==> config.mk <==
export PLATFORM = sky130hd
export DESIGN_NAME = sbb_front
export DESIGN_NICKNAME = d
export VERILOG_FILES = /design/src/rtl/sbb_pkg.sv /design/src/rtl/sbb_front.sv
export SDC_FILE = /design/constraint.sdc
export NUM_CORES = 1
export LEC_CHECK = 0
export ABC_AREA = 1
export BUFFER_PORTS_ARGS = -buffer_cell sky130_fd_sc_hd__buf_2
export CAP_MARGIN = 25
export CORE_ASPECT_RATIO = 2
export CORE_MARGIN = 4
export CORE_UTILIZATION = 50
export DETAILED_ROUTE_END_ITERATION = 16
export HOLD_SLACK_MARGIN = 0.02
export PLACE_DENSITY_LB_ADDON = 0.2
export SYNTH_ARGS = -nofsm -noshare
export SYNTH_HDL_FRONTEND = slang
export SYNTH_SLANG_ARGS = --single-unit
==> constraint.sdc <==
create_clock -name clk -period 5.5 [get_ports clk]
set_input_delay 0.275 -clock clk [delete_from_list [all_inputs] [get_ports clk]]
set_output_delay 0.275 -clock clk [all_outputs]
set_load 0.005 [all_outputs]
==> src/rtl/sbb_pkg.sv <==
// Shared types, constants and the reciprocal table of the separable box blur.
package sbb_pkg;

  localparam int MAX_WIDTH   = 1024;
  localparam int MAX_HEIGHT  = 4096;
  localparam int MAX_RADIUS  = 8;

  localparam int SAMPLE_W    = 16;
  localparam int XW          = $clog2(MAX_WIDTH);
  localparam int YW          = $clog2(MAX_HEIGHT);
  localparam int WID_W       = 11;
  localparam int HGT_W       = 13;
  localparam int RAD_W       = 4;
  localparam int NPIX_W      = 23;
  localparam int POS_W       = 23;
  localparam int CNT_W       = 22;
  localparam int LAG_W       = 14;
  localparam int ADDR_W      = 15;
  localparam int MEM_DEPTH   = 1 << ADDR_W;
  localparam int SUM_W       = 21;
  localparam int TAPS_W      = 5;
  localparam int RECIP_W     = 27;
  localparam int RECIP_SHIFT = 26;
  localparam int PROD_W      = SUM_W + RECIP_W;

  localparam int CFG_IDX_W   = 2;
  localparam int CFG_DATA_W  = 13;
  localparam logic [CFG_IDX_W-1:0] REG_WIDTH  = 2'd0;
  localparam logic [CFG_IDX_W-1:0] REG_HEIGHT = 2'd1;
  localparam logic [CFG_IDX_W-1:0] REG_RADIUS = 2'd2;

  localparam logic KIND_PIXEL = 1'b0;

  localparam int CH_RED   = 2;
  localparam int CH_GREEN = 1;
  localparam int CH_BLUE  = 0;

  typedef logic [2:0][SAMPLE_W-1:0] rgb_t;

  typedef struct packed {
    logic                kind;
    logic [SAMPLE_W-1:0] red_in;
    logic [SAMPLE_W-1:0] green_in;
    logic [SAMPLE_W-1:0] blue_in;
  } in_item_t;

  typedef struct packed {
    logic [SAMPLE_W-1:0] red_out;
    logic [SAMPLE_W-1:0] green_out;
    logic [SAMPLE_W-1:0] blue_out;
    logic                last_of_frame;
  } out_item_t;

  typedef struct packed {
    logic [WID_W-1:0] width;
    logic [HGT_W-1:0] height;
    logic [RAD_W-1:0] radius;
  } cfg_t;

  typedef struct packed {
    logic              en;
    logic [ADDR_W-1:0] addr;
    rgb_t              data;
  } store_wr_t;

  typedef struct packed {
    logic [ADDR_W-1:0] center;
    logic [XW-1:0]     ox;
    logic [YW-1:0]     oy;
    logic              last;
  } job_t;

  // ceil(2^26 / c): exact floor division for sums below 2^21
  function automatic logic [RECIP_W-1:0] recip(input logic [TAPS_W-1:0] c);
    logic [RECIP_W-1:0] v;
    case (c)
      5'd1:    v = 27'd67108864;
      5'd2:    v = 27'd33554432;
      5'd3:    v = 27'd22369622;
      5'd4:    v = 27'd16777216;
      5'd5:    v = 27'd13421773;
      5'd6:    v = 27'd11184811;
      5'd7:    v = 27'd9586981;
      5'd8:    v = 27'd8388608;
      5'd9:    v = 27'd7456541;
      5'd10:   v = 27'd6710887;
      5'd11:   v = 27'd6100806;
      5'd12:   v = 27'd5592406;
      5'd13:   v = 27'd5162221;
      5'd14:   v = 27'd4793491;
      5'd15:   v = 27'd4473925;
      5'd16:   v = 27'd4194304;
      5'd17:   v = 27'd3947581;
      default: v = 27'd67108864;
    endcase
    return v;
  endfunction

endpackage

==> src/rtl/sbb_front.sv <==
// Front end: configuration registers, sample store writes and output scheduling.
module sbb_front (
  input  logic                               clk,
  input  logic                               rst_n,
  input  logic                               in_valid,
  output logic                               in_stall,
  input  sbb_pkg::in_item_t                  in_data,
  input  logic                               cfg_valid,
  output logic                               cfg_ready,
  input  logic [sbb_pkg::CFG_IDX_W-1:0]      cfg_index,
  input  logic [sbb_pkg::CFG_DATA_W-1:0]     cfg_data,
  input  logic                               q_full,
  output logic                               job_push,
  output sbb_pkg::job_t                      job,
  output sbb_pkg::store_wr_t                 wr,
  output sbb_pkg::cfg_t                      cfg
);

  localparam logic [sbb_pkg::WID_W-1:0] W_MAX = sbb_pkg::WID_W'(sbb_pkg::MAX_WIDTH);
  localparam logic [sbb_pkg::HGT_W-1:0] H_MAX = sbb_pkg::HGT_W'(sbb_pkg::MAX_HEIGHT);
  localparam logic [sbb_pkg::RAD_W-1:0] R_MAX = sbb_pkg::RAD_W'(sbb_pkg::MAX_RADIUS);

  logic [sbb_pkg::WID_W-1:0]  w_r;
  logic [sbb_pkg::HGT_W-1:0]  h_r;
  logic [sbb_pkg::RAD_W-1:0]  r_r;
  logic [sbb_pkg::NPIX_W-1:0] n_r;
  logic [sbb_pkg::LAG_W-1:0]  lag_r;
  logic [sbb_pkg::POS_W-1:0]  p_r;
  logic [sbb_pkg::CNT_W-1:0]  q_r;
  logic [sbb_pkg::XW-1:0]     ox_r;
  logic [sbb_pkg::YW-1:0]     oy_r;
  logic [sbb_pkg::ADDR_W-1:0] base_r;
  logic                       cfg_hold_r;

  logic                       accept;
  logic                       cfg_wr;
  logic                       in_frame;
  logic                       emit;
  logic                       last;
  logic [sbb_pkg::WID_W-1:0]  wv;
  logic [sbb_pkg::HGT_W-1:0]  hv;
  logic [sbb_pkg::RAD_W-1:0]  rv;

  assign cfg_ready = 1'b1;
  // hold input while a register write lands and for the cycle n_r/lag_r take to follow
  assign in_stall  = q_full || cfg_valid || cfg_hold_r;
  assign accept    = in_valid && !in_stall;
  assign cfg_wr    = cfg_valid && cfg_ready;

  assign in_frame = {1'b0, p_r[sbb_pkg::POS_W-2:0]} == p_r ? (p_r < n_r) : 1'b0;
  assign emit     = p_r >= sbb_pkg::POS_W'(lag_r);
  assign last     = ({1'b0, q_r} + sbb_pkg::NPIX_W'(1)) >= n_r;

  assign wv = cfg_data[sbb_pkg::WID_W-1:0];
  assign hv = cfg_data[sbb_pkg::HGT_W-1:0];
  assign rv = cfg_data[sbb_pkg::RAD_W-1:0];

  always_comb begin
    wr.en   = accept && in_frame;
    wr.addr = base_r + p_r[sbb_pkg::ADDR_W-1:0];
    if (in_data.kind == sbb_pkg::KIND_PIXEL) begin
      wr.data = {in_data.red_in, in_data.green_in, in_data.blue_in};
    end else begin
      wr.data = '0;
    end
    job_push   = accept && emit;
    job.center = base_r + q_r[sbb_pkg::ADDR_W-1:0];
    job.ox     = ox_r;
    job.oy     = oy_r;
    job.last   = last;
    cfg.width  = w_r;
    cfg.height = h_r;
    cfg.radius = r_r;
  end

  always_ff @(posedge clk) begin
    if (!rst_n) begin
      w_r        <= W_MAX;
      h_r        <= 13'd768;
      r_r        <= 4'd2;
      n_r        <= 23'd786432;
      lag_r      <= 14'd2050;
      p_r        <= '0;
      q_r        <= '0;
      ox_r       <= '0;
      oy_r       <= '0;
      base_r     <= '0;
      cfg_hold_r <= 1'b0;
    end else begin
      cfg_hold_r <= cfg_wr;
      n_r   <= sbb_pkg::NPIX_W'(w_r) * sbb_pkg::NPIX_W'(h_r);
      lag_r <= sbb_pkg::LAG_W'(r_r) * sbb_pkg::LAG_W'(w_r) + sbb_pkg::LAG_W'(r_r);
      if (cfg_wr) begin
        if (cfg_index == sbb_pkg::REG_WIDTH || cfg_index == sbb_pkg::REG_HEIGHT ||
            cfg_index == sbb_pkg::REG_RADIUS) begin
          p_r  <= '0;
          q_r  <= '0;
          ox_r <= '0;
          oy_r <= '0;
        end
        unique case (cfg_index)
          sbb_pkg::REG_WIDTH: begin
            w_r <= (wv == '0) ? sbb_pkg::WID_W'(1) : ((wv > W_MAX) ? W_MAX : wv);
          end
          sbb_pkg::REG_HEIGHT: begin
            h_r <= (hv == '0) ? sbb_pkg::HGT_W'(1) : ((hv > H_MAX) ? H_MAX : hv);
          end
          sbb_pkg::REG_RADIUS: begin
            r_r <= (rv > R_MAX) ? R_MAX : rv;
          end
          default: ;
        endcase
      end else if (accept) begin
        if (emit && last) begin
          p_r    <= '0;
          q_r    <= '0;
          ox_r   <= '0;
          oy_r   <= '0;
          base_r <= base_r + n_r[sbb_pkg::ADDR_W-1:0];
        end else begin
          p_r <= p_r + sbb_pkg::POS_W'(1);
          if (emit) begin
            q_r <= q_r + sbb_pkg::CNT_W'(1);
            if ({1'b0, ox_r} == w_r - sbb_pkg::WID_W'(1)) begin
              ox_r <= '0;
              oy_r <= oy_r + sbb_pkg::YW'(1);
            end else begin
              ox_r <= ox_r + sbb_pkg::XW'(1);
            end
          end
        end
      end
    end
  end

endmodule

# Word-level counts from Yosys, hierarchy flattened
# Cells that the tools add are included.
[classes] n_addsub=10 n_mul=2 n_lt_le_gt_ge=6 eq_ne=4 mux=28 bitwise_logic=1 n_reduce_logical=22
[op_table] operator="two-way mux 22 bit" count=5
[op_table] operator="two-way mux 23 bit" count=4
[op_table] operator="two-way mux 12 bit" count=6
[op_table] operator="two-way mux 10 bit" count=6
[op_table] operator="two-way mux 48 bit" count=1
[op_table] operator="adder 15 bit" count=3
[op_table] operator="two-way mux 13 bit" count=2
[op_table] operator="adder 22 x 1 -> 23 bit (second input constant)" count=1
[op_table] operator="adder 23 x 1 -> 23 bit (second input constant)" count=1
[op_table] operator=">= comparator 23 x 14 -> 1 bit" count=1
[op_table] operator=">= comparator 23 bit" count=1
[op_table] operator="less-than comparator 23 bit" count=1
[op_table] operator="multiplier 11 x 13 -> 23 bit" count=1
[op_table] operator="adder 22 x 1 -> 22 bit (second input constant)" count=1
[op_table] operator="two-way mux 11 bit" count=2
[op_table] operator="adder 14 x 4 -> 14 bit" count=1
[op_table] operator="multiplier 4 x 11 -> 14 bit" count=1
[op_table] operator="greater-than comparator 13 bit (second input constant)" count=1
[op_table] operator="logical NOT 13 bit" count=1
[op_table] operator="adder 12 x 1 -> 12 bit (second input constant)" count=1
[op_table] operator="== test 10 x 11 -> 1 bit" count=1
[op_table] operator="greater-than comparator 11 bit (second input constant)" count=1
[op_table] operator="logical NOT 11 bit" count=1
[op_table] operator="subtractor 11 x 1 -> 11 bit (second input constant)" count=1
[op_table] operator="other kinds (17)" count=28
[totals] register_bits=148 output_inout_bits=133 wordCells=84

# Logic depth before layout (Yosys ltp)
[logic_depth] word_depth=7 depth_mapped=26

# Worst setup path before layout
# OpenSTA, ideal clock, no wires.
[synth_path] path_kind="register -> register" from="register w_r[10] (netlist bit)" to="register n_r[19] (netlist bit)" setup_ps=130 arrival_ps=4900 t_required_ps=5370 slack_ps=470 path_stages_with_launch=21 path_buffers=2 synth_period_minus_slack_ps=5030 path_cell_list="dfxtp_1 -> clkbuf_1 -> buf_1 -> nand2_1 -> fa_1 -> fa_1 -> inv_1 -> fa_1 -> fa_1 -> inv_1 -> fa_1 -> inv_1 -> ha_1 -> a21oi_1 -> o21ai_0 -> a21oi_1 -> o21bai_1 -> nand2_1 -> nand2_1 -> nand2_1 -> nand3_1"
[synth_via] elab_chain_len=1
[synth_rtl] element="from (decl)" line_no="sbb_front.sv:23" text="logic [sbb_pkg::WID_W-1:0] w_r;"
[synth_rtl] element="from (signal assigned)" line_no="sbb_front.sv:103" text="w_r <= (wv == '0) ? sbb_pkg::WID_W'(1) : ((wv > W_MAX) ? W_MAX : wv);"
[synth_rtl] element="multiplier 11 x 13 -> 23 bit" line_no="sbb_front.sv:91" text="n_r <= sbb_pkg::NPIX_W'(w_r) * sbb_pkg::NPIX_W'(h_r);"
[synth_rtl] element="to (signal assigned)" line_no="sbb_front.sv:91"
[synth_rtl] element="to (decl)" line_no="sbb_front.sv:26" text="logic [sbb_pkg::NPIX_W-1:0] n_r;"
# Every way passes these cells.
# A chain may end at the register's enable or synchronous reset.

# Worst setup path after layout
[layout_path] from="register w_r[10] (netlist bit)" to="register n_r[21] (netlist bit)"
# The elaborated chain is that of the path after synthesis.

==> metrics.txt <==
Setup-failing EPs final 0; DRC viols 0; Synth Warn # 0; Root Driver clkbuf_16; # clock sinks 148; sequential power share 40.4%; placer congestion estimate 0.938; total die area 36700 sq um; pin count of the biggest net entering global routing 55; crit end category register; drt pass-1 iters 5; Synth area leader dfxtp_1; Core Area 33000 sq um; worst min-delay path class input pin to register; Cell Pwr Density 154 nW/um^2; clk slew on worst S/H paths 60 ps; Yosys top cell area share 17.7%; clk buf depth 2; critical path start-end classification register to register; wire per inst 16.7 um; final HPWL from detailed placement 42.4 mm; #FFs+latches synth 148; switching power 883 uW; # diodes 0; Peak VDD IR 0.219 mV; grt ovf 0; CTS tree yes; largest cells by area after synthesis dfxtp_1, ha_1, fa_1; TritonCTS Buffers 17; vias in the first global route 15700; fmax 193 MHz; Clock Latency Late Sink 440 ps; Comb power frac 18.5%; Cells after Synth 2409; Vias 15800; RSZ-0062 raised after global routing no; die height 267 um; Slew Limit Headroom 46.3%; cell internal pwr 2.00 mW; Yosys cell types 51; area of the mapped netlist 16700 sq um; max layer used met4; Syn Nets 2791; setup tns final 0 ps; NumNets Final 2958; Leak 10.4 nW; total power 2.88 mW; ys async rst share 0%; Post-CTS Repair Setup Buffers 0; Ports 202; Seq/Total Area, Yosys 17.7%; M1 WL 16.8 mm; final cycle utilization of the critical path 94.3%; number of synthesized flops with an enable pin 0; number of buffers added on ports 200; Hold Fails Final Rpt 0; Slew Viols, Final 0; maximum fanout along the worst path 16; Setup Skew 10.9 ps; WL met3 1.91 mm; worst-margin pin slew 805 ps; share of layout cells above drive strength 1 11.5%; switching share of power 30.6%; H-Tree Depth 4; CP Data Arrival Time 5550 ps; DRT antenna net count 0; min cycle time layout 5190 ps; total of max-cap violations 0; met2 WL 27.6 mm; Main synth FF type dfxtp_1; P&R area growth vs syn 11.8%; FILL cells 3243; Mean Syn Cell Area 6.95 sq um; Iteration-0 DRC Markers 853; clock power share 41.1%; drt total wl 50.4 mm; Global Route Usage Sum 27.6%; Critical Path Source Type register; first-pass GRT wire length 79.2 mm; data required time at the worst endpoint 5870 ps; antenna violations before repair 0; Initial Util 50.7%; die width 137 um; status completed; Cell Rows 94; vias per cell 5.25
repair_timing:
action                     in CTS  in global routing
setup endpoints to repair       0                  3
gates resized for setup         0                  2
hold buffers                    0                  0
worst max-delay path: stages, from the launching register on:
cell,delay (ps)
dfxtp_1,360
buf_4,230
nand2_1,90
inv_1,60
fa_1,580
inv_1,70
fa_1,510
fa_1,540
inv_1,50
fa_1,520
inv_1,50
fa_1,520
inv_1,40
ha_1,360
nand2_1,80
nor2_1,90
inv_1,60
nor4_1,380
nand4_1,140
nand3_1,120
o21ai_0,80
a21oi_1,160
power by group through the flow:
stage / clock, mW / combinational, mW / sequential [mW]
2_1_floorplan: 0 / 0.366 / 1.16
5_1_grt: 1.25 / 0.609 / 1.17
4_1_cts: 1.21 / 0.535 / 1.16
3_5_place_dp: 0 / 0.530 / 1.19
6_report: 1.19 / 0.532 / 1.16
3_3_place_gp: 0 / 0.518 / 1.19
state kept, by name, indices dropped and copies added (netlist names):
| register | cells |
|---|---|
| base_r | 15 |
| cfg_hold_r | 1 |
| h_r | 13 |
| lag_r | 14 |
| n_r | 23 |
| ox_r | 10 |
| oy_r | 12 |
| p_r | 23 |
| q_r | 22 |
| r_r | 4 |
| w_r | 11 |
layout by cell type (no fill, tap or decap), types with 83 or more instances in the layout:
cell type  count
buf_2        200
a21oi_1      185
o21ai_0      102
nand2_1      526
dfxtp_1      146
fa_1         120
nor2_1       201
ha_1         193
nand3_1       83
inv_1        481
per-layer routing:
metal	track usage [%]	vias up
met1	26.0	7359
met3	3.19	159
met5	0	-
li1	-	7873
met4	19.3	0
met2	53.3	458
worst paths after layout:
path                    start       to  slack [ps]  depth (start not counted)
hold reg to reg        p_r[0]   p_r[0]         530                          2
hold / removal    cfg_data[8]   h_r[8]          70                          3
setup / recovery      w_r[10]  n_r[21]         310                         21
setup reg to reg      w_r[10]  n_r[21]         310                         21
final cells by class:
class                      instances  area, sq um  share of cell area [%]
clock buffer                      19          443                    2.37
clock inverter                    13          149                   0.795
inverter                         483         1810                    9.69
sequential                       148         2970                    15.8
multi-input combinational       1693        11500                    61.7
tap                              432          541                    2.89
timing repair buffer             233         1260                    6.74
Yosys cell counts (3+ instances only):
cell,n
a211oi_1,3
a21boi_0,4
a21o_1,12
a21oi_1,185
a21oi_2,4
a22oi_1,4
a31oi_1,8
buf_1,11
buf_2,18
buf_4,4
buf_6,9
clkbuf_1,42
dfxtp_1,148
fa_1,120
ha_1,193
inv_1,481
nand2_1,526
nand3_1,83
nand3b_1,16
nand4_1,30
nor2_1,201
nor2_2,8
nor3_1,35
nor4_1,6
o21a_1,5
o21ai_0,102
o21ai_1,4
o21bai_1,6
o31ai_1,10
or2_2,4
xnor2_1,29
xor2_1,72
logic make-up after synthesis:
family	Yosys count	share of synthesized area (%)
buffers and inverters	568	13.4
flip-flops	148	17.7
other	1	0.0224
AND/OR/NAND/NOR	926	23.4
AO/OA/AOI/OAI	352	11.5
adder cells (fa/ha/maj)	313	28.8
XOR/XNOR	101	5.28
metrics by stage:
stage | cells | instance area, sq um | util [%] | setup WS [ps] | hold WS, ps
global placement | 2987 | 18100 | 54.8 | 330 | 491
finish | 3021 | 18700 | 56.6 | 313 | 70.9
global route | 3021 | 18700 | 56.6 | 17.3 | 66.2
floorplan | 2409 | 16700 | - | 470 | 368
detailed placement | 2989 | 18100 | 54.8 | 204 | 509
CTS | 3021 | 18700 | 56.6 | 170 | 49.2
No activity file was read; power rests on OpenSTA's default activity.
