<file path="config.mk">
export PLATFORM = sky130hd
export DESIGN_NAME = sbb_queue
export DESIGN_NICKNAME = d
export VERILOG_FILES = /design/src/rtl/sbb_pkg.sv /design/src/rtl/sbb_queue.sv
export SDC_FILE = /design/constraint.sdc
export NUM_CORES = 1
export LEC_CHECK = 0
export ABC_AREA = 1
export ABC_CLOCK_PERIOD_IN_PS = 4700
export BUFFER_PORTS_ARGS = -buffer_cell sky130_fd_sc_hd__buf_2
export CORE_MARGIN = 5
export CORE_UTILIZATION = 25
export CTS_CLUSTER_SIZE = 16
export DETAILED_ROUTE_END_ITERATION = 10
export SLEW_MARGIN = 20
export SYNTH_ARGS = -nofsm -noshare
export SYNTH_HDL_FRONTEND = slang
export SYNTH_SLANG_ARGS = --single-unit
</file>
<file path="constraint.sdc">
create_clock -name clk -period 4.7 [get_ports clk]
set_input_delay 0.94 -clock clk [delete_from_list [all_inputs] [get_ports clk]]
set_output_delay 0.94 -clock clk [all_outputs]
set_load 0.02 [all_outputs]
</file>
<file path="src/rtl/sbb_pkg.sv">
// Shared types, constants and the reciprocal table of the separable box blur.
package sbb_pkg;

  localparam int MAX_WIDTH   = 1024;
  localparam int MAX_HEIGHT  = 4096;
  localparam int MAX_RADIUS  = 8;

  localparam int SAMPLE_W    = 16;
  localparam int XW          = $clog2(MAX_WIDTH);
  localparam int YW          = $clog2(MAX_HEIGHT);
  localparam int WID_W       = 11;
  localparam int HGT_W       = 13;
  localparam int RAD_W       = 4;
  localparam int NPIX_W      = 23;
  localparam int POS_W       = 23;
  localparam int CNT_W       = 22;
  localparam int LAG_W       = 14;
  localparam int ADDR_W      = 15;
  localparam int MEM_DEPTH   = 1 << ADDR_W;
  localparam int SUM_W       = 21;
  localparam int TAPS_W      = 5;
  localparam int RECIP_W     = 27;
  localparam int RECIP_SHIFT = 26;
  localparam int PROD_W      = SUM_W + RECIP_W;

  localparam int CFG_IDX_W   = 2;
  localparam int CFG_DATA_W  = 13;
  localparam logic [CFG_IDX_W-1:0] REG_WIDTH  = 2'd0;
  localparam logic [CFG_IDX_W-1:0] REG_HEIGHT = 2'd1;
  localparam logic [CFG_IDX_W-1:0] REG_RADIUS = 2'd2;

  localparam logic KIND_PIXEL = 1'b0;

  localparam int CH_RED   = 2;
  localparam int CH_GREEN = 1;
  localparam int CH_BLUE  = 0;

  typedef logic [2:0][SAMPLE_W-1:0] rgb_t;

  typedef struct packed {
    logic                kind;
    logic [SAMPLE_W-1:0] red_in;
    logic [SAMPLE_W-1:0] green_in;
    logic [SAMPLE_W-1:0] blue_in;
  } in_item_t;

  typedef struct packed {
    logic [SAMPLE_W-1:0] red_out;
    logic [SAMPLE_W-1:0] green_out;
    logic [SAMPLE_W-1:0] blue_out;
    logic                last_of_frame;
  } out_item_t;

  typedef struct packed {
    logic [WID_W-1:0] width;
    logic [HGT_W-1:0] height;
    logic [RAD_W-1:0] radius;
  } cfg_t;

  typedef struct packed {
    logic              en;
    logic [ADDR_W-1:0] addr;
    rgb_t              data;
  } store_wr_t;

  typedef struct packed {
    logic [ADDR_W-1:0] center;
    logic [XW-1:0]     ox;
    logic [YW-1:0]     oy;
    logic              last;
  } job_t;

  // ceil(2^26 / c): exact floor division for sums below 2^21
  function automatic logic [RECIP_W-1:0] recip(input logic [TAPS_W-1:0] c);
    logic [RECIP_W-1:0] v;
    case (c)
      5'd1:    v = 27'd67108864;
      5'd2:    v = 27'd33554432;
      5'd3:    v = 27'd22369622;
      5'd4:    v = 27'd16777216;
      5'd5:    v = 27'd13421773;
      5'd6:    v = 27'd11184811;
      5'd7:    v = 27'd9586981;
      5'd8:    v = 27'd8388608;
      5'd9:    v = 27'd7456541;
      5'd10:   v = 27'd6710887;
      5'd11:   v = 27'd6100806;
      5'd12:   v = 27'd5592406;
      5'd13:   v = 27'd5162221;
      5'd14:   v = 27'd4793491;
      5'd15:   v = 27'd4473925;
      5'd16:   v = 27'd4194304;
      5'd17:   v = 27'd3947581;
      default: v = 27'd67108864;
    endcase
    return v;
  endfunction

endpackage

</file>
<file path="src/rtl/sbb_queue.sv">
// Four-entry job queue between the front end and the blur engine.
module sbb_queue (
  input  logic          clk,
  input  logic          rst_n,
  input  logic          push,
  input  sbb_pkg::job_t din,
  output logic          full,
  input  logic          pop,
  output sbb_pkg::job_t dout,
  output logic          empty
);

  sbb_pkg::job_t ent_r [4];
  logic [1:0]    wp_r;
  logic [1:0]    rp_r;
  logic [2:0]    cnt_r;

  assign full  = cnt_r == 3'd4;
  assign empty = cnt_r == 3'd0;
  assign dout  = ent_r[rp_r];

  always_ff @(posedge clk) begin
    if (push) begin
      ent_r[wp_r] <= din;
    end
  end

  always_ff @(posedge clk) begin
    if (!rst_n) begin
      wp_r  <= '0;
      rp_r  <= '0;
      cnt_r <= '0;
    end else begin
      if (push) begin
        wp_r <= wp_r + 2'd1;
      end
      if (pop) begin
        rp_r <= rp_r + 2'd1;
      end
      cnt_r <= cnt_r + 3'(push) - 3'(pop);
    end
  end

endmodule

</file>
; Word level (Yosys, flattened, before mapping)
; Memories as Yosys holds them, arrays and structs flattened. A register that Yosys moved wholly into a read port is not among the register bits.
; Index checks and enable logic that the tools add are counted.
[word_totals]
output_inout_bits = 40
mem_bits_rw = 152
romBits = 0
reg_bits = 7
latch_bits = 0
elab_cells = 14
mem_count = 1
[memory_table]
columns = memory, words, width, rd, rd_clocked_by_memory_dff, wr, line
row1 = ent_r, 4, 38, 1, 1, 1, sbb_queue.sv:13  ; sbb_pkg::job_t ent_r [4];
[classes]
n_div = 0
bitwise_logic = 0
n_eq_ne = 1
add_sub_neg = 4
mul = 0
reduce_logical = 1
order_cmp = 0
shifts = 0
mux = 4
[ops]
columns = operator, count
row1 = "adder 2 x 1 -> 2 bit, second input constant", 2
row2 = 2-to-1 mux 2 bit, 2
row3 = adder 3 x 1 -> 3 bit, 1
row4 = "equality test 3 bit, second input constant", 1
row5 = zero test 3 bit, 1
row6 = subtractor 3 x 1 -> 3 bit, 1
row7 = 2-to-1 mux 1 bit, 2

; Depth between registers and ports, before layout
; Gate-level depths: netlist of run 1.
[depth]
depth_word = 3
ltp_mapped = 9
ltp_nobuf = 9

; Least setup slack after synthesis of run 1
; OpenSTA, ideal clock, no wires.
[synth_timing]
kind = input to register
from = in push
to = mem ent_r[0][0] in the netlist's numbering (enable)
stages = 2
slack_ns = 2.585
arrival_time_ns = 1.722
setup_time_ns = 0.393
cell_sequence = nand2_1 > inv_1
[synth_between]
elab_chain_len = 2
[synth_lines]
columns = element, line
row1 = start: declaration, sbb_queue.sv:5  ; input logic push,
row2 = 2-to-1 mux 1 bit, sbb_queue.sv:23  ; if (push) begin
row3 = 2-to-1 mux 1 bit (implied by the code), sbb_queue.sv:24  ; ent_r[wp_r] <= din;
row4 = end: declaration, sbb_queue.sv:13
; Every way passes these cells.

==> results of run 1 <==
==> cell usage in the layout, fill, tap and decap left out <==
| cell type | count |
|---|---|
| sky130_fd_sc_hd__a21oi_1 | 44 |
| sky130_fd_sc_hd__buf_12 | 2 |
| sky130_fd_sc_hd__buf_2 | 81 |
| sky130_fd_sc_hd__buf_4 | 1 |
| sky130_fd_sc_hd__clkbuf_16 | 17 |
| sky130_fd_sc_hd__clkinv_1 | 1 |
| sky130_fd_sc_hd__clkinv_2 | 4 |
| sky130_fd_sc_hd__clkinv_4 | 3 |
| sky130_fd_sc_hd__clkinvlp_4 | 3 |
| sky130_fd_sc_hd__dfxtp_1 | 7 |
| sky130_fd_sc_hd__dfxtp_4 | 2 |
| sky130_fd_sc_hd__edfxtp_1 | 152 |
| sky130_fd_sc_hd__fa_1 | 1 |
| sky130_fd_sc_hd__ha_1 | 6 |
| sky130_fd_sc_hd__inv_1 | 88 |
| sky130_fd_sc_hd__inv_2 | 4 |
| sky130_fd_sc_hd__inv_6 | 3 |
| sky130_fd_sc_hd__inv_8 | 1 |
| sky130_fd_sc_hd__nand2_1 | 86 |
| sky130_fd_sc_hd__nand3_1 | 1 |
| sky130_fd_sc_hd__nor2_1 | 2 |
| sky130_fd_sc_hd__nor3_1 | 1 |
| sky130_fd_sc_hd__o211ai_1 | 2 |
| sky130_fd_sc_hd__o211ai_2 | 36 |
| sky130_fd_sc_hd__o21ai_0 | 37 |
| sky130_fd_sc_hd__o21ai_1 | 5 |
==> synth_stat cells, types with 2 or more instances <==
| cell type | number | area share (%) |
|---|---|---|
| sky130_fd_sc_hd__a21oi_1 | 44 | 3.3 |
| sky130_fd_sc_hd__buf_1 | 2 | 0.11 |
| sky130_fd_sc_hd__buf_2 | 5 | 0.38 |
| sky130_fd_sc_hd__buf_4 | 5 | 0.57 |
| sky130_fd_sc_hd__buf_6 | 9 | 1.5 |
| sky130_fd_sc_hd__clkbuf_1 | 3 | 0.17 |
| sky130_fd_sc_hd__dfxtp_1 | 9 | 2.7 |
| sky130_fd_sc_hd__edfxtp_1 | 152 | 69 |
| sky130_fd_sc_hd__ha_1 | 6 | 1.1 |
| sky130_fd_sc_hd__inv_1 | 92 | 5.2 |
| sky130_fd_sc_hd__nand2_1 | 86 | 4.9 |
| sky130_fd_sc_hd__nor2_1 | 2 | 0.11 |
| sky130_fd_sc_hd__o211ai_1 | 2 | 0.23 |
| sky130_fd_sc_hd__o211ai_2 | 36 | 6.8 |
| sky130_fd_sc_hd__o21ai_0 | 37 | 2.8 |
| sky130_fd_sc_hd__o21ai_1 | 5 | 0.38 |
==> how the worst min path moves through the flow <==
stage / from / endpoint / slack [ns] / cells after the start
after floorplan: rp_r[1] / flip-flop / 0.44 / 2
after global placement: rp_r[1] / flip-flop / 0.44 / 2
after detailed placement: rp_r[1] / flip-flop / 0.45 / 2
after CTS: rp_r[1] / flip-flop / 0.46 / 2
after global routing: rp_r[0] / flip-flop / 0.48 / 1
final: rp_r[1] / flip-flop / 0.45 / 2
==> metal layers <==
metal / part of all wire, % / global-route usage, %
met3: 4.7 / 2.64
met4: 1.8 / 3.70
met2: 48 / 13.8
met1: 45 / 10.1
met5: 0.11 / 0
==> cells by family (layout without fill, tap and decap cells) <==
family / count (synthesis) / after routing
buf+inv: 117 / 208
compound gates: 124 / 124
flops: 161 / 161
simple gates: 90 / 90
fa+ha+maj: 7 / 7
==> registers in the layout, indices dropped and copies added, names as in the netlist, named ones only <==
register and flops:
ent_r 152, cnt_r 3, rp_r 2, wp_r 2
==> worst reg2reg max path, cell delays in order (launching register included) <==
cell                      delay [ns]
sky130_fd_sc_hd__dfxtp_1        0.33
sky130_fd_sc_hd__inv_1          0.12
sky130_fd_sc_hd__ha_1           0.15
sky130_fd_sc_hd__nand2_1        0.06
sky130_fd_sc_hd__inv_2          0.74
==> report_power, final <==
| part | leakage, nW | switching (W) | internal, W | total, W |
|---|---|---|---|---|
| sequential | 1.47 | 0.0000341 | 0.00164 | 0.00167 |
| combinational | 1.27 | 0.000231 | 0.000108 | 0.000339 |
| clock | 0.259 | 0.000569 | 0.000680 | 0.00125 |
| total | 3.00 | 0.000835 | 0.00243 | 0.00326 |
==> metrics by stage <==
stage | hold WS, ns | total power [W] | instance area (sq um) | instances
after floorplan | 0.436 | 0.00194 | 6620 | 499
after global placement | 0.441 | 0.00205 | 7280 | 892
after detailed placement | 0.448 | 0.00205 | 7280 | 892
after CTS | 0.460 | 0.00332 | 7820 | 924
after global routing | 0.484 | 0.00343 | 7840 | 925
final | 0.455 | 0.00326 | 7840 | 925
==> area by class of cell <==
class	count	area, sq um	area share (%)
Inverter	92	345	4.41
Timing Repair Buffer	84	453	5.78
Sequential cell	161	4750	60.6
Multi-Input combinational cell	221	1330	17.0
Tap cell	335	419	5.35
Clock buffer	17	425	5.43
Clock inverter	15	110	1.41
==> flow_summary_export.csv, run 1 <==
group,metric,value,unit
power,power_leakage,3.00,nW
place,placement.setup.worst_slack,2.13,ns
logic_synthesis,ff_latch_count_synth,161,
drt,detailroute.via_count,3755,
logic_synthesis,yosys.area_share.simple,5.14,%
drt,drtIter0Drc,174,
logic_synthesis,main_combinational_cell_family_by_area_after_synthesis,"compound AO/OA/AOI/OAI gates",
setup_path,cp_num_cells,5,
timing,fin_crit_sh,61.6,%
floorplan,die_x,173,microns
logic_synthesis,post_synth.cell_area_avg,13.3,sq um
setup_path,worst_ep_arrival_time,1.96,ns
setup_path,setup.worst_path.class,"flip-flop to output pin",
global_route,globalRouteTotalUtil,8.39,%
setup_path,crit_slowest_cell,"sky130_fd_sc_hd__dfxtp_4",
floorplan,dieArea,29900,sq um
timing,final_hold_viol_count,0,
clocking,tritoncts,"built",
place,io_buffers,81,
setup_path,timing.critical_path.cells,"buf_12, a21oi_1, o21ai_0, nand2_1, buf_2",
clocking,holdBufCountCts,0,
setup_path,endpoint_kind,"output pin",
drt,post_drt_via_cell_ratio,4.06,
drt,detail-route-antenna-nets,0,
cells_and_area,synthToLayoutAreaGrowth,18.3,%
power,peakVddDrop,145,uV
logic_synthesis,synth_adder_area_share,1.44,%
logic_synthesis,synth_edf_count,152,
timing,maxSlewHeadroom,31.2,%
logic_synthesis,yosys-mux-area-fraction,0,%
clocking,postCtsSetupRepairBufs,0,
timing,fin_ws,1.80,ns
clocking,postCtsResizedCells,0,
setup_path,regToRegEndpoint,"ent_r[0][20]",
cells_and_area,final_net_count,626,
logic_synthesis,fraction_of_the_mapped_netlist_area_in_compound_gates,13.5,%
place,weighted_congestion_reported_at_the_end_of_routability_driven_placement,0.686,
timing,timing.final.max_slew_violations,0,
timing,setup_viol,0,
logic_synthesis,postSynthNetCount,548,
floorplan,start_util,25.4,%
cells_and_area,final_util,30.1,%
drt,drt_first_pass_iters,4,
logic_synthesis,post_synth_xor_area_fraction,0,%
setup_path,crit-reg2reg-launch,"wp_r[0]",
min_path,hold_path_class,"flip-flop to flip-flop",
global_route,grt_start_max_net_pins,84,
floorplan,std_cell_rows,59,
logic_synthesis,postSynthCellCount,499,
timing,rsz0062_at_grt,"no",
setup_path,reg2reg_setup_slack,2.89,ns
global_route,grt_antenna_before_repair,1,
cells_and_area,filler_cell_count,2637,
timing,maxClockFrequency,0.345,GHz
logic_synthesis,synth_warn,0,
setup_path,critPathMaxFanout,83,
run_status,result_of_the_run,"finished clean",
clocking,root_buffer_master,"sky130_fd_sc_hd__clkbuf_16",
clocking,clkTransAtPathRegs,0.06,ns
timing,tightestPinTransition,1.03,ns
floorplan,pin_count,82,
setup_path,number_of_cells_traversed_by_the_worst_register_to_register_path,4,
power,power-per-cell-area,416,nW/um^2
drt,per_cell_routed_wire_length,13.3,microns
logic_synthesis,synth-seq-area-share,71.6,%
flow_run,count_of_max_cap_constraint_violations,0,
setup_path,worst_ep_required_time,3.76,ns
logic_synthesis,async_reset_ff_share,0,%
clocking,cts.sink_count,161,
setup_path,cp_top_family,"flip-flops",
floorplan,design.core.area,26100,sq um
clocking,cts_inserted_buffers,17,
cells_and_area,layout-drive-gt1-share,26.6,%
setup_path,crit_path_end,"dout[23]",
drt,route.detailed.drc,0,
timing,timing.final.crit_period,2.90,ns
cells_and_area,antenna-diode-count,0,
global_route,grt_pass1_vias,3810,
clocking,htree_levels,4,
floorplan,chipHeight,173,microns
clocking,max-clock-path-buffers,2,
drt,detailed_route_wl,12.3,mm
timing,fin_worst_skew,0.00633,ns
place,detailed_place_hpwl,7.16,mm
logic_synthesis,syn_area,6620,sq um
setup_path,cp_num_buf_inv,2,
setup_path,worst_path_largest_cell_delay,0.63,ns
setup_path,timing.critical_path.from_type,"flip-flop",
global_route,grt_pass1_wl,20.1,mm
logic_synthesis,yosys_most_used_dff,"sky130_fd_sc_hd__edfxtp_1",
logic_synthesis,post_synth_num_cell_types,20,
clocking,clock_latency,0.41,ns
timing,fin_setup_tns,0,ns
global_route,grt-ovfl-total,0,
(Power assumes the default switching activity.)
==> run 2: changes to the inputs <==
- ABC_AREA: 1 -> 0
- ABC_CLOCK_PERIOD_IN_PS: 4700 -> 2700
- clock period: 4.7 -> 2.7 ns (I/O delays scaled with it)
==> run 2 against run 1 <==
Compared with the run above:
- sequential cell count unchanged
- total power up 85%
- largest cell class unchanged
- highest routed layer unchanged
- non-clock buffer count up 6
- die area down 9.7%
- global-route usage up 0.61 points
- critical path type unchanged
- core utilization up 1.5 points
- design area down 5.6%
- via count down 28%
- register-to-register slack worse by 2.0 ns
- wire length down 7.1%
- critical path depth down 2
- synthesized area down 10%
- critical endpoint is now dout[3]
==> flow_summary_export.csv, run 2 <==
group,metric,value,unit
logic_synthesis,syn_area,5940,sq um
global_route,grt-ovfl-total,0,
clocking,postCtsResizedCells,0,
logic_synthesis,synthTopCellsByCount,"sky130_fd_sc_hd__edfxtp_1 (152), sky130_fd_sc_hd__mux4_2 (38), sky130_fd_sc_hd__dfxtp_1 (9)",
power,peakVddDrop,355,uV
cells_and_area,final_net_count,391,
clocking,cts.sink_count,161,
clocking,holdBufCountCts,0,
setup_path,cp_top_family,"multiplexers",
setup_path,crit_slowest_cell,"sky130_fd_sc_hd__mux4_2",
run_status,result_of_the_run,"finished clean",
logic_synthesis,post-synth-top-area-cell,"sky130_fd_sc_hd__edfxtp_1",
global_route,globalRouteTotalUtil,8.99,%
clocking,postCtsSetupRepairBufs,0,
setup_path,endpoint_kind,"output pin",
floorplan,die_x,164,microns
cells_and_area,layout-drive-gt1-share,45.9,%
logic_synthesis,synth_edf_count,152,
setup_path,worst_ep_required_time,2.16,ns
timing,rsz0062_at_grt,"no",
cells_and_area,synthToLayoutAreaGrowth,24.6,%
clocking,cts_inserted_buffers,17,
timing,maxClockFrequency,0.423,GHz
cells_and_area,largest_register_ffs,152,
drt,detailed_route_wl,11.4,mm
logic_synthesis,post_synth_num_cell_types,21,
clocking,max-clock-path-buffers,2,
power,power-per-cell-area,817,nW/um^2
setup_path,setup.worst_path.class,"flip-flop to output pin",
floorplan,dieArea,26900,sq um
setup_path,timing.critical_path.from_type,"flip-flop",
logic_synthesis,postSynthNetCount,290,
power,power_leakage,2.50,nW
place,detailed_place_hpwl,7.14,mm
cells_and_area,largest_register,"ent_r",
drt,post_drt_via_cell_ratio,4.03,
power,combinational_fraction_of_design_power,10.8,%
setup_path,reg2reg_setup_slack,0.94,ns
clocking,htree_levels,4,
logic_synthesis,post-synth-top-count-cell,"sky130_fd_sc_hd__edfxtp_1",
setup_path,timing.critical_path.cells,"buf_4, mux4_2, buf_2",
setup_path,crit-reg2reg-launch,"cnt_r[0]",
setup_path,cp_num_buf_inv,2,
min_path,min_to,"ent_r[2][5]",
timing,timing.final.crit_period,2.36,ns
setup_path,critPathMaxFanout,14,
clocking,root_buffer_master,"sky130_fd_sc_hd__clkbuf_16",
timing,maxSlewHeadroom,59.8,%
logic_synthesis,ff_latch_count_synth,161,
floorplan,std_cell_rows,56,
global_route,grt_pass1_vias,3033,
timing,final_hold_viol_count,0,
clocking,clkTransAtPathRegs,0.06,ns
timing,timing.final.max_slew_violations,0,
logic_synthesis,synth_top_area_share,76.8,%
place,weighted_congestion_reported_at_the_end_of_routability_driven_placement,0.645,
cells_and_area,mostFrequentLayoutCell,"sky130_fd_sc_hd__edfxtp_1",
setup_path,cp_num_cells,3,
global_route,grt_pass1_wl,17.6,mm
flow_run,count_of_max_cap_constraint_violations,0,
timing,fin_setup_tns,0,ns
logic_synthesis,yosys_most_used_dff,"sky130_fd_sc_hd__edfxtp_1",
global_route,grt_antenna_before_repair,2,
drt,drt_first_pass_iters,4,
logic_synthesis,synth_top_cells_by_area,"sky130_fd_sc_hd__edfxtp_1 (77%), sky130_fd_sc_hd__mux4_2 (14%), sky130_fd_sc_hd__dfxtp_1 (3.0%), sky130_fd_sc_hd__ha_1 (1.3%), sky130_fd_sc_hd__buf_12 (0.67%)",
logic_synthesis,synth-seq-area-share,79.9,%
power,p_sw,0.00135,W
cells_and_area,antenna-diode-count,0,
power,pwr-share-clk,41.2,%
drt,detail-route-antenna-nets,0,
clocking,tritoncts,"built",
cells_and_area,reg.largest.list,"ent_r (152), cnt_r (3)",
floorplan,chipHeight,164,microns
timing,setup_viol,0,
logic_synthesis,post_synth.cell_area_avg,24.7,sq um
min_path,hold_path_class,"input pin to flip-flop",
logic_synthesis,synth_warn,0,
setup_path,worst_path_largest_cell_delay,0.57,ns
floorplan,design.core.area,23400,sq um
global_route,grt_start_max_net_pins,39,
setup_path,number_of_cells_traversed_by_the_worst_register_to_register_path,7,
logic_synthesis,postSynthCellCount,241,
min_path,hold_path_startpoint,"din[5]",
power,power.share.switching,22.4,%
drt,detailroute.via_count,2715,
drt,route.detailed.drc,0,
power,sequentialPowerShare,48.0,%
floorplan,start_util,25.4,%
min_path,worst_hold_depth,1,
place,io_buffers,81,
setup_path,worst_ep_arrival_time,1.82,ns
timing,fin_crit_sh,87.5,%
clocking,clock_latency,0.42,ns
timing,tightestPinTransition,0.603,ns
power,report.power.total,0.00605,W
power,internal_power_component,0.00469,W
floorplan,pin_count,82,
logic_synthesis,async_reset_ff_share,0,%
drt,per_cell_routed_wire_length,17.0,microns
drt,drtIter0Drc,188,
setup_path,regToRegEndpoint,"cnt_r[2]",
cells_and_area,layout.cells.most_common_list,"sky130_fd_sc_hd__edfxtp_1 (152), sky130_fd_sc_hd__buf_2 (81), sky130_fd_sc_hd__mux4_2 (38)",
timing,fin_worst_skew,0.0181,ns
## run 2: worst max path at each step
stage | slack (ns) | startpoint | to
2_1_floorplan | 0.83 | push | ent_r[0][0]
3_3_place_gp | 0.65 | pop | cnt_r[2]
3_5_place_dp | 0.64 | pop | cnt_r[2]
4_1_cts | 0.27 | flip-flop | dout[3]
5_1_grt | 0.21 | flip-flop | dout[3]
6_report | 0.34 | flip-flop | dout[3]
## run 2: routing by layer
layer	global-route usage, %	share of wire [%]	up-vias
met2	13.7	48	60
li1	-	-	1206
met1	11.4	45	1433
met3	4.02	5.2	12
met5	0	0.22	-
met4	3.16	1.1	4
## run 2: cells by family (layout without fill, tap and decap cells)
| family | Yosys count | count (layout) | synth area share [%] |
|---|---|---|---|
| mux | 39 | 39 | 14.6 |
| simple gates | 14 | 14 | 1.26 |
| flops | 161 | 161 | 79.9 |
| compound gates | 2 | 2 | 0.253 |
| fa+ha+maj | 7 | 7 | 1.60 |
| xor+xnor | 3 | 3 | 0.695 |
| buf+inv | 15 | 129 | 1.75 |
## run 2: power by group through the flow
| stage | clock network (W) | registers [W] | logic (W) |
|---|---|---|---|
| floorplan | 0 | 0.00295 | 0.000434 |
| global placement | 0 | 0.00295 | 0.000660 |
| detailed placement | 0 | 0.00296 | 0.000673 |
| CTS | 0.00257 | 0.00291 | 0.000675 |
| global route | 0.00269 | 0.00291 | 0.000709 |
| finish | 0.00249 | 0.00290 | 0.000650 |
## run 2: per-stage QoR
step | hold slack [ns] | setup WS [ns] | cell area (sq um) | util, % | std cells
after floorplan | 0.499 | 0.834 | 5940 | - | 241
after global placement | 0.527 | 0.649 | 6780 | 29.0 | 642
after detailed placement | 0.565 | 0.643 | 6780 | 29.0 | 642
after CTS | 0.316 | 0.273 | 7400 | 31.6 | 674
after global routing | 0.311 | 0.207 | 7400 | 31.6 | 674
final | 0.334 | 0.338 | 7400 | 31.6 | 674
## run 2: final cells by class
| cell class | count | area (sq um) |
|---|---|---|
| clock inverters | 14 | 188 |
| inverters | 7 | 26.3 |
| fillers | 2284 | 16000 |
| well taps | 319 | 399 |
| flip-flops and latches | 161 | 4750 |
| repair buffers | 90 | 510 |
| clock buffers | 18 | 429 |
| multi-input cells | 65 | 1100 |
==> run 3: changes to the inputs <==
- CTS_BUF_LIST: unset -> sky130_fd_sc_hd__clkbuf_4 sky130_fd_sc_hd__clkbuf_8
==> run 3 against run 2 <==
Compared with the run above:
- sequential cell count unchanged
- design area is 2.5% lower
- core utilization shrank 0.80 points
- total power decreased by 10%
- first-iteration DRC count rose by 3.7%
==> flow_summary_export.csv, run 3 (same netlist as run 2, synthesis figures left out) <==
group,metric,value,unit
cells_and_area,reg.largest.list,"ent_r (152), cnt_r (3)",
cells_and_area,antenna-diode-count,0,
place,detailed_place_hpwl,7.14,mm
clocking,postCtsResizedCells,0,
power,peakVddDrop,356,uV
cells_and_area,largest_register,"ent_r",
cells_and_area,layout-drive-gt1-share,46.2,%
global_route,globalRouteTotalUtil,9.03,%
timing,fin_ws,0.301,ns
timing,fin_setup_tns,0,ns
setup_path,setup.worst_path.class,"flip-flop to output pin",
place,placement.setup.worst_slack,0.643,ns
global_route,grt-ovfl-total,0,
global_route,grt_pass1_vias,3029,
place,number_of_cells_in_the_design_after_placement,642,
clocking,clock_latency,0.44,ns
cells_and_area,synthToLayoutAreaGrowth,21.4,%
drt,route.detailed.drc,0,
clocking,clkTransAtPathRegs,0.09,ns
clocking,holdBufCountCts,0,
power,power_leakage,2.41,nW
cells_and_area,stdcell_count,674,
setup_path,timing.critical_path.cells,"buf_4, mux4_2, buf_2",
setup_path,crit_slowest_cell,"sky130_fd_sc_hd__mux4_2",
setup_path,timing.critical_path.from_type,"flip-flop",
timing,timing.final.crit_period,2.40,ns
clocking,cts.sink_count,161,
place,weighted_congestion_reported_at_the_end_of_routability_driven_placement,0.645,
floorplan,dieArea,26900,sq um
global_route,grt_pass1_wl,17.7,mm
cells_and_area,filler_cell_count,2310,
setup_path,critPathMaxFanout,14,
global_route,grt_antenna_before_repair,2,
clocking,root_buffer_master,"sky130_fd_sc_hd__clkbuf_8",
drt,detailroute.via_count,2718,
global_route,grt_start_max_net_pins,39,
floorplan,start_util,25.4,%
drt,drtIter0Drc,195,
timing,final_hold_viol_count,0,
clocking,htree_levels,4,
power,power-per-cell-area,755,nW/um^2
clocking,postCtsSetupRepairBufs,0,
timing,fin_crit_sh,88.8,%
clocking,cts_inserted_buffers,17,
timing,rsz0062_at_grt,"no",
floorplan,design.core.area,23400,sq um
cells_and_area,final_net_count,391,
setup_path,cp_num_buf_inv,2,
drt,detail-route-antenna-nets,0,
floorplan,chipHeight,164,microns
setup_path,reg2reg_setup_slack,0.95,ns
drt,drt_first_pass_iters,4,
timing,fin_worst_skew,0.0143,ns
cells_and_area,final_util,30.8,%
flow_run,count_of_max_cap_constraint_violations,0,
floorplan,pin_count,82,
clocking,max-clock-path-buffers,2,
setup_path,worst_ep_arrival_time,1.86,ns
floorplan,die_x,164,microns
min_path,hold_path_class,"input pin to flip-flop",
drt,detailed_route_wl,11.5,mm
cells_and_area,largest_register_ffs,152,
floorplan,std_cell_rows,56,
setup_path,worst_ep_required_time,2.16,ns
setup_path,endpoint_kind,"output pin",
timing,maxSlewHeadroom,59.3,%
setup_path,worst_path_largest_cell_delay,0.57,ns
drt,per_cell_routed_wire_length,17.1,microns
run_status,result_of_the_run,"finished clean",
cells_and_area,mostFrequentLayoutCell,"sky130_fd_sc_hd__edfxtp_1",
timing,maxClockFrequency,0.417,GHz
setup_path,cp_top_family,"multiplexers",
clocking,tritoncts,"built",
drt,post_drt_via_cell_ratio,4.03,
timing,tightestPinTransition,0.610,ns
cells_and_area,layout.cells.most_common_list,"sky130_fd_sc_hd__edfxtp_1 (152), sky130_fd_sc_hd__buf_2 (81), sky130_fd_sc_hd__mux4_2 (38)",
timing,setup_viol,0,
place,io_buffers,81,
timing,timing.final.max_slew_violations,0,
[run 3: cell counts in the layout (fill, tap and decap cells not counted)]
No cell type changed its count.
[run 3: routing by layer]
layer  vias up  wire length [microns]  track usage [%]
met5         -                     25                0
met4         4                    187             3.62
met3        18                    619             3.49
met2        62                   5530             13.9
met1      1430                   5180             11.5
li1       1204                      -                -
[run 3: final cells by class]
| cell class | count | area [sq um] | share of cell area (%) |
|---|---|---|---|
| well taps | 319 | 399 | 5.53 |
| flip-flops and latches | 161 | 4750 | 65.9 |
| clock inverters | 14 | 188 | 2.60 |
| clock buffers | 18 | 241 | 3.35 |
| inverters | 7 | 26.3 | 0.364 |
| multi-input cells | 65 | 1100 | 15.2 |
| repair buffers | 90 | 510 | 7.08 |
[run 3: stage by stage]
step	total power [W]	hold WS, ns	instance area (sq um)
global route	0.00570	0.265	7210
global placement	0.00361	0.527	6780
detailed placement	0.00363	0.565	6780
floorplan	0.00338	0.499	5940
finish	0.00544	0.316	7210
CTS	0.00553	0.273	7210
[run 3: path summary, 6_finish.rpt]
kind	start	end	cells past startpoint
worst min register to register	wp_r[1]	wp_r[1]	2
worst max-delay path	flip-flop	dout[3]	3
worst max register to register	cnt_r[0]	cnt_r[2]	7
worst min-delay path	din[11]	ent_r[1][11]	1
[run 3: where the power goes]
part	switching, W	internal (W)	leakage (nW)
logic	0.000372	0.000279	0.727
registers	0.0000364	0.00286	1.47
clock network	0.000877	0.00102	0.213
total	0.00129	0.00416	2.41
[run 3: worst reg2reg max path: cells and delay by family (launching register included)]
family	cells	cell delay [ns]
simple gates	1	0.04
buf+inv	2	0.10
flops	1	0.34
fa+ha+maj	3	0.80
xor+xnor	1	0.37
